[src/rtl/lzssw_pkg.sv]
// Shared types and constants for the LZSS window expander.
// No dependencies; every other file in rtl/ refers to it by scoped names.

package lzssw_pkg;

  localparam int unsigned SYM_W   = 9;
  localparam int unsigned POS_W   = 12;
  localparam int unsigned BYTE_W  = 8;
  localparam int unsigned LEN_W   = 7;

  localparam logic [SYM_W-1:0]  CODE_BIAS  = 9'd255;
  localparam logic [BYTE_W-1:0] SPACE_BYTE = 8'h20;

  localparam int unsigned QUEUE_DEPTH = 2;

  typedef struct packed {
    logic              is_match;
    logic [BYTE_W-1:0] lit;
    logic [LEN_W-1:0]  len;
    logic [POS_W-1:0]  pos;
  } token_t;

  typedef struct packed {
    logic   valid;
    token_t tok;
  } queue_head_t;

endpackage

[src/rtl/lzssw_if.sv]
// Valid/ready channel interfaces for tokens in and bytes out.
// Depends on lzssw_pkg for field widths.

interface lzssw_in_if;
  logic                             valid;
  logic                             ready;
  logic [lzssw_pkg::SYM_W-1:0]      symbol;
  logic [lzssw_pkg::POS_W-1:0]      position;

  modport source (output valid, output symbol, output position, input ready);
  modport sink (input valid, input symbol, input position, output ready);
endinterface


[src/rtl/lzssw_front.sv]
// Front end: accepts tokens, splits literal from match, works out the
// saturated match length and holds the result in a short queue.
// Depends on lzssw_pkg and lzssw_in_if.

module lzssw_front #(
  parameter int unsigned LOOKAHEAD = 60,
  parameter int unsigned THRESHOLD = 2
) (
  input  logic                   clk_i,
  input  logic                   rst_ni,
  lzssw_in_if.sink               tok_i,
  output lzssw_pkg::queue_head_t head_o,
  input  logic                   pop_i
);

  localparam int unsigned PTR_W = $clog2(lzssw_pkg::QUEUE_DEPTH);
  localparam int unsigned CNT_W = $clog2(lzssw_pkg::QUEUE_DEPTH + 1);
  localparam logic [CNT_W-1:0] CNT_FULL = CNT_W'(lzssw_pkg::QUEUE_DEPTH);

  lzssw_pkg::token_t entry_q [lzssw_pkg::QUEUE_DEPTH];
  logic [PTR_W-1:0]  wr_ptr_q, wr_ptr_d;
  logic [PTR_W-1:0]  rd_ptr_q, rd_ptr_d;
  logic [CNT_W-1:0]  cnt_q, cnt_d;

  logic              push;
  logic              pop;
  logic [9:0]        raw_len;
  lzssw_pkg::token_t tok_new;

  always_comb begin
    raw_len = {1'b0, tok_i.symbol} - {1'b0, lzssw_pkg::CODE_BIAS} + 10'(THRESHOLD);
    tok_new.is_match = (tok_i.symbol > {1'b0, lzssw_pkg::CODE_BIAS[lzssw_pkg::BYTE_W-1:0]});
    tok_new.lit      = tok_i.symbol[lzssw_pkg::BYTE_W-1:0];
    tok_new.pos      = tok_i.position;
    if (raw_len > 10'(LOOKAHEAD)) begin
      tok_new.len = lzssw_pkg::LEN_W'(LOOKAHEAD);
    end else begin
      tok_new.len = raw_len[lzssw_pkg::LEN_W-1:0];
    end
  end

  assign tok_i.ready  = (cnt_q != CNT_FULL);
  assign push         = tok_i.valid && tok_i.ready;
  assign pop          = pop_i && (cnt_q != '0);
  assign head_o.valid = (cnt_q != '0);
  assign head_o.tok   = entry_q[rd_ptr_q];

  always_comb begin
    wr_ptr_d = wr_ptr_q;
    rd_ptr_d = rd_ptr_q;
    cnt_d    = cnt_q;
    if (push) begin
      wr_ptr_d = (wr_ptr_q == PTR_W'(lzssw_pkg::QUEUE_DEPTH - 1)) ? '0 : wr_ptr_q + 1'b1;
    end
    if (pop) begin
      rd_ptr_d = (rd_ptr_q == PTR_W'(lzssw_pkg::QUEUE_DEPTH - 1)) ? '0 : rd_ptr_q + 1'b1;
    end
    case ({push, pop})
      2'b10:   cnt_d = cnt_q + 1'b1;
      2'b01:   cnt_d = cnt_q - 1'b1;
      default: cnt_d = cnt_q;
    endcase
  end

  always_ff @(posedge clk_i or negedge rst_ni) begin
    if (!rst_ni) begin
      wr_ptr_q <= '0;
      rd_ptr_q <= '0;
      cnt_q    <= '0;
    end else begin
      wr_ptr_q <= wr_ptr_d;
      rd_ptr_q <= rd_ptr_d;
      cnt_q    <= cnt_d;
    end
  end

  always_ff @(posedge clk_i) begin
    if (push) begin
      entry_q[wr_ptr_q] <= tok_new;
    end
  end

endmodule

[src/flat_wrapper.sv]
// flat-port wrapper written by rule: the top's interface ports become plain ports
module lzssw_front_flat 
#(
  parameter int unsigned LOOKAHEAD = 60,
  parameter int unsigned THRESHOLD = 2
)
  (clk_i, rst_ni, head_o, pop_i, tok_i_valid, tok_i_symbol, tok_i_position, tok_i_ready);
  lzssw_in_if tok_i_i ();
  input  logic clk_i;
  input  logic rst_ni;
  output lzssw_pkg::queue_head_t head_o;
  input  logic pop_i;
  input wire logic [$bits(tok_i_i.valid)-1:0] tok_i_valid;
  input wire logic [$bits(tok_i_i.symbol)-1:0] tok_i_symbol;
  input wire logic [$bits(tok_i_i.position)-1:0] tok_i_position;
  output wire logic [$bits(tok_i_i.ready)-1:0] tok_i_ready;
  assign tok_i_i.valid = tok_i_valid;
  assign tok_i_i.symbol = tok_i_symbol;
  assign tok_i_i.position = tok_i_position;
  assign tok_i_ready = tok_i_i.ready;
  lzssw_front #(.LOOKAHEAD(LOOKAHEAD), .THRESHOLD(THRESHOLD)) u_core (.clk_i(clk_i), .rst_ni(rst_ni), .tok_i(tok_i_i), .head_o(head_o), .pop_i(pop_i));
endmodule
[config.mk]
export PLATFORM = sky130hd
export DESIGN_NAME = lzssw_front_flat
export DESIGN_NICKNAME = d
export VERILOG_FILES = /design/src/rtl/lzssw_pkg.sv /design/src/rtl/lzssw_if.sv /design/src/rtl/lzssw_front.sv /design/src/flat_wrapper.sv
export SDC_FILE = /design/constraint.sdc
export NUM_CORES = 1
export LEC_CHECK = 0
export BUFFER_PORTS_ARGS = -buffer_cell sky130_fd_sc_hd__buf_2
export CAP_MARGIN = 5
export CELL_PAD_IN_SITES_DETAIL_PLACEMENT = 2
export CELL_PAD_IN_SITES_GLOBAL_PLACEMENT = 2
export CORE_MARGIN = 8
export CORE_UTILIZATION = 36
export DETAILED_ROUTE_END_ITERATION = 16
export PLACE_DENSITY_LB_ADDON = 0.1
export RECOVER_POWER = 100
export SLEW_MARGIN = 20
export SYNTH_ARGS = -nofsm -noshare
export SYNTH_HDL_FRONTEND = slang
export SYNTH_SLANG_ARGS = --single-unit
[constraint.sdc]
create_clock -name clk_i -period 6.9 [get_ports clk_i]
set_input_delay 0.345 -clock clk_i [delete_from_list [all_inputs] [get_ports clk_i]]
set_output_delay 0.345 -clock clk_i [all_outputs]
set_load 0.01 [all_outputs]
Yosys cells after proc, flatten, opt, wreduce, memory -nomap -nowiden:

Memories as Yosys holds them, arrays and structs flattened.
Cells that the tools add are included.

* ROM bits: 0
* memories kept: 1
* logic and storage cells: 25
* RAM bits: 56
* bits in latches: 0
* bits in registers: 4

* bitwise gates (word level): 0
* shift operators: 0
* muxes and demuxes: 6
* reductions and logical operators: 4
* order comparisons: 2
* $add $sub $neg: 6
* multipliers: 0
* equality and inequality tests: 3
* divide/modulo/power cells: 0

Memory list
* u_core.entry_q: depth 2, bits a word 28, rd ports 1, clocked after Yosys merged registers in 0, wr ports 1, line lzssw_front.sv:20 `lzssw_pkg::token_t entry_q [lzssw_pkg::QUEUE_DEPTH];`

Operator list (number)
* adder 10 x 2 -> 10 bit, second input constant: 1
* greater-than comparator 10 x 6 -> 1 bit, second input constant: 1
* subtractor 9 x 8 -> 10 bit, second input constant: 1
* greater-than comparator 9 x 8 -> 1 bit, second input constant: 1
* two-way mux 7 bit: 1
* two-way mux 1 bit: 4
* one-hot mux 2 bit (2 select lines): 1
* nonzero test 2 bit: 2
* adder 1 bit, second input constant: 2
* adder 2 x 1 -> 2 bit, second input constant: 1
* equality test 2 x 1 -> 1 bit, second input constant: 1
* equality test 2 bit, second input constant: 1
* logical AND 1 bit: 2
* != test 2 bit, second input constant: 1
* subtractor 2 x 1 -> 2 bit, second input constant: 1

Depth between registers and ports, before layout:

* depth after elaboration: 4
* depth in mapped cells: 6
* depth with buffers taken out: 6

Worst setup path before layout:

Ideal clock, no wire load.

* kind: register to register
* start point: register u_core.cnt_q[0]
* end point: memory u_core.entry_q[0][0] (netlist bit) (enable)
* period minus slack after synthesis: 2308 ps
* path slack: 4592 ps
* stages on the path, launching flop included: 4
* required time: 6487 ps
* data arrival time: 1895 ps
* cells stage by stage: dfrtp_1 > nand2b_1 > nand2_1 > nor2_1

* cells in the longest elaborated chain, start to end: 4

Ends and longest elaborated chain
* start: declaration: line lzssw_front.sv:23 `logic [CNT_W-1:0] cnt_q, cnt_d;`
* start signal: assignment: line lzssw_front.sv:73 `cnt_q <= cnt_d;`
* != test 2 bit: line lzssw_front.sv:42 `assign tok_i.ready = (cnt_q != CNT_FULL);`
* via tok_i_ready: line flat_wrapper.sv:16 `output wire logic [$bits(tok_i_i.ready)-1:0] tok_i_ready;`
* logical AND 1 bit: line lzssw_front.sv:43 `assign push = tok_i.valid && tok_i.ready;`
* two-way mux 1 bit: line lzssw_front.sv:78 `if (push) begin`
* two-way mux 1 bit (not written as such): line lzssw_front.sv:79 `entry_q[wr_ptr_q] <= tok_new;`
* end: declaration: line lzssw_front.sv:20

The timed path passes the listed nets, and every way through them passes these cells.

==> insert_results.sql <==
INSERT INTO impl_metrics (metric_group, metric, value, unit) VALUES
('final_layout', 'layout.cells.non_filler', '319', ''),
('yosys', 'asyncSetResetFlopFracSynth', '6.67', '%'),
('global_routing', 'grt_antenna_before_repair', '0', ''),
('yosys', 'synth_cell_type_count', '38', ''),
('global_routing', 'gr-usage-met3', '3.18', '%'),
('detailed_routing', 'route.detailed.wl_per_inst', '18.5', 'um'),
('sta', 'final_hold_violating_endpoints', '0', ''),
('sta', 'max_freq', '364', 'MHz'),
('clock_network', 'number_of_clock_buffers_inserted_by_tritoncts', '9', ''),
('detailed_routing', 'drt_first_pass_iters', '4', ''),
('floorplanning', 'floorplan.initialDensity', '36.5', '%'),
('sta', 'maxSlewViolCount', '0', ''),
('clock_network', 'cts_max_path_buffers', '2', ''),
('sta', 'finalWorstPathRequiredPeriod', '2.75', 'ns'),
('global_routing', 'globalRoute.busiestLayer', 'met2', ''),
('setup_path', 'crit_top_cell', 'sky130_fd_sc_hd__clkbuf_1', ''),
('power', 'totalPowerFinal', '1.16', 'mW'),
('place', 'dp.final_hpwl', '4370', 'um'),
('yosys', 'netlist_area', '2590', 'um^2'),
('clock_network', 'clock_tree_from_tritoncts', 'done', ''),
('sta', 'finalSetupViolations', '0', ''),
('floorplanning', 'floorplan.die.width', '101', 'um'),
('floorplanning', 'fp.dieH', '101', 'um'),
('final_layout', 'final_core_utilization', '43.7', '%'),
('final_layout', 'nNetsFinal', '244', ''),
('floorplanning', 'num_rows', '31', ''),
('yosys', 'synthFlopType', 'sky130_fd_sc_hd__edfxtp_1', ''),
('yosys', 'postSynthCellCount', '149', ''),
('final_layout', 'layout-drive-gt1-share', '27.3', '%'),
('floorplanning', 'core_area', '7100', 'um^2'),
('global_routing', 'groute.usage.overall', '12.2', '%'),
('sta', 'fin_worst_skew', '0.00787', 'ns'),
('setup_path', 'criticalPathCategory', 'reg -> out', ''),
('run', 'drv_cap', '0', ''),
('sta', 'finalSetupTns', '0', 'ns'),
('worst_hold_path', 'hold_class', 'in -> reg', ''),
('setup_path', 'timing.critical_path.fanout_max', '22', ''),
('sta', 'tightestPinTransition', '1.25', 'ns'),
('clock_network', 'h-tree-depth', '3', ''),
('setup_path', 'crit_chain', 'clkbuf_1 > mux2_2 > clkbuf_1', ''),
('final_layout', 'area.growth.synth_to_final', '19.7', '%'),
('setup_path', 'worstPathArrival', '2.40', 'ns'),
('sta', 'rsz0062_at_grt', 'no', ''),
('yosys', 'synth-edff-count', '56', ''),
('run_status', 'outcome', 'finished clean', ''),
('place', 'placed_cells', '302', ''),
('setup_path', 'worstSetupStartpointType', 'flip-flop', ''),
('detailed_routing', 'detail-route-antenna-nets', '0', ''),
('global_routing', 'gr-total-overflow', '0', ''),
('global_routing', 'globalRouteMet1Util', '12.0', '%'),
('setup_path', 'max_stage_delay', '0.95', 'ns'),
('place', 'replace_congestion', '0.858', ''),
('setup_path', 'cp_slowest_cell', 'sky130_fd_sc_hd__clkbuf_1', ''),
('power', 'power_per_cell_area', '375', 'nW/um^2'),
('global_routing', 'grt_pass1_vias', '1781', ''),
('detailed_routing', 'post_route_wl', '5910', 'um'),
('setup_path', 'critical_path_buffer_and_inverter_count', '2', ''),
('floorplanning', 'top_level_ports', '55', ''),
('floorplanning', 'die_area', '10200', 'um^2'),
('detailed_routing', 'dr.first_iter.drc_count', '28', ''),
('setup_path', 'reg2reg_slack', '4.22', 'ns'),
('clock_network', 'cts.clk_slew.worst_paths', '0.07', 'ns'),
('setup_path', 'worst_setup_path_end_kind', 'output pin', ''),
('sta', 'final.period_utilization', '39.8', '%'),
('global_routing', 'grt_pass1_wl', '9250', 'um'),
('detailed_routing', 'routed_via_density', '4.80', ''),
('detailed_routing', 'via_count', '1532', ''),
('yosys', 'synth_sequential_area_ratio', '68.8', '%'),
('detailed_routing', 'route.detailed.drc', '0', ''),
('power', 'leakage', '1.04', 'nW'),
('final_layout', 'antenna_cells', '0', '');
[cells in the final DEF, fill, tap and decap left out, types with 3 or more instances in the layout]
cell                        instances
sky130_fd_sc_hd__edfxtp_1          56
sky130_fd_sc_hd__clkbuf_1          45
sky130_fd_sc_hd__mux2_2            26
sky130_fd_sc_hd__buf_2             13
sky130_fd_sc_hd__clkbuf_8           9
sky130_fd_sc_hd__nand2_1            6
sky130_fd_sc_hd__xor2_1             6
sky130_fd_sc_hd__nor2_1             4
sky130_fd_sc_hd__a2111oi_0          4
sky130_fd_sc_hd__xnor2_1            4
sky130_fd_sc_hd__ha_1               4
sky130_fd_sc_hd__dfrtp_1            4
sky130_fd_sc_hd__inv_1              3
sky130_fd_sc_hd__clkinv_2           3
[where the power goes]
part	internal [mW]	switching (mW)
logic	0.142	0.199
clock network	0.164	0.125
registers	0.499	0.0346
[cell usage after synthesis (all sizes together), types with 2 or more instances]
cell | n | area, um^2
nor4b | 2 | 32.5
a2111oi | 4 | 53.8
or2 | 2 | 12.5
buf | 3 | 13.8
mux2 | 28 | 315
o2111ai | 2 | 17.5
nand4 | 2 | 18.8
a211o | 2 | 20.0
nor2 | 4 | 15.0
xnor2 | 4 | 35.0
inv | 3 | 11.3
dfrtp | 4 | 100
and4 | 2 | 21.3
edfxtp | 56 | 1680
ha | 4 | 50.1
nand2 | 6 | 22.5
xor2 | 6 | 52.6
[final timing paths]
kind | from | end | cells past startpoint
max | u_core.rd_ptr_q | head_o[24] | 3
min | tok_i_position[9] | u_core.entry_q[0][9] | 1
max reg2reg | u_core.cnt_q[0] | u_core.entry_q[0][13] | 4
min reg2reg | u_core.cnt_q[1] | u_core.cnt_q[1] | 1
max in group asynchronous | rst_ni | u_core.cnt_q[1] | 2
min in group asynchronous | rst_ni | u_core.wr_ptr_q | 2
[layout make-up]
class	instances	area, um^2
timing repair buffer	58	240
clock buffer	10	128
clock inverter	6	56.3
multi-input combinational	82	729
fill	721	4000
inverter	4	41.3
sequential	60	1780
tap	99	124
[per-stage QoR]
stage / instance area [um^2] / setup slack (ns)
after floorplan: 2590 / 4.59
after global placement: 3000 / 4.72
after detailed placement: 3000 / 4.43
after CTS: 3190 / 4.68
after global routing: 3100 / 3.93
final: 3100 / 4.15
[cell families (layout without fill, tap and decap cells)]
group           after synthesis  count (layout)  share of synthesized area [%]
flops                        60              60                           68.8
simple gates                 27              27                           6.91
xor+xnor                     10              10                           3.38
other cells                   1               2                          0.145
mux                          28              28                           12.2
compound gates               11              11                           4.44
buf+inv                       8              78                           2.27
fa+ha+maj                     4               4                           1.93
[per-layer routing]
metal  up-vias  routed length (um)
met1       776                2320
met4         0                 113
met5         -                   0
li1        710                   -
met3        10                 301
met2        36                3180
[registers in the layout, summed over array words and instances, names as in the netlist]
signal / count
u_core.cnt_q: 2
u_core.rd_ptr_q: 1
u_core.entry_q: 56
u_core.wr_ptr_q: 1
No activity file was read; power rests on OpenSTA's default activity.
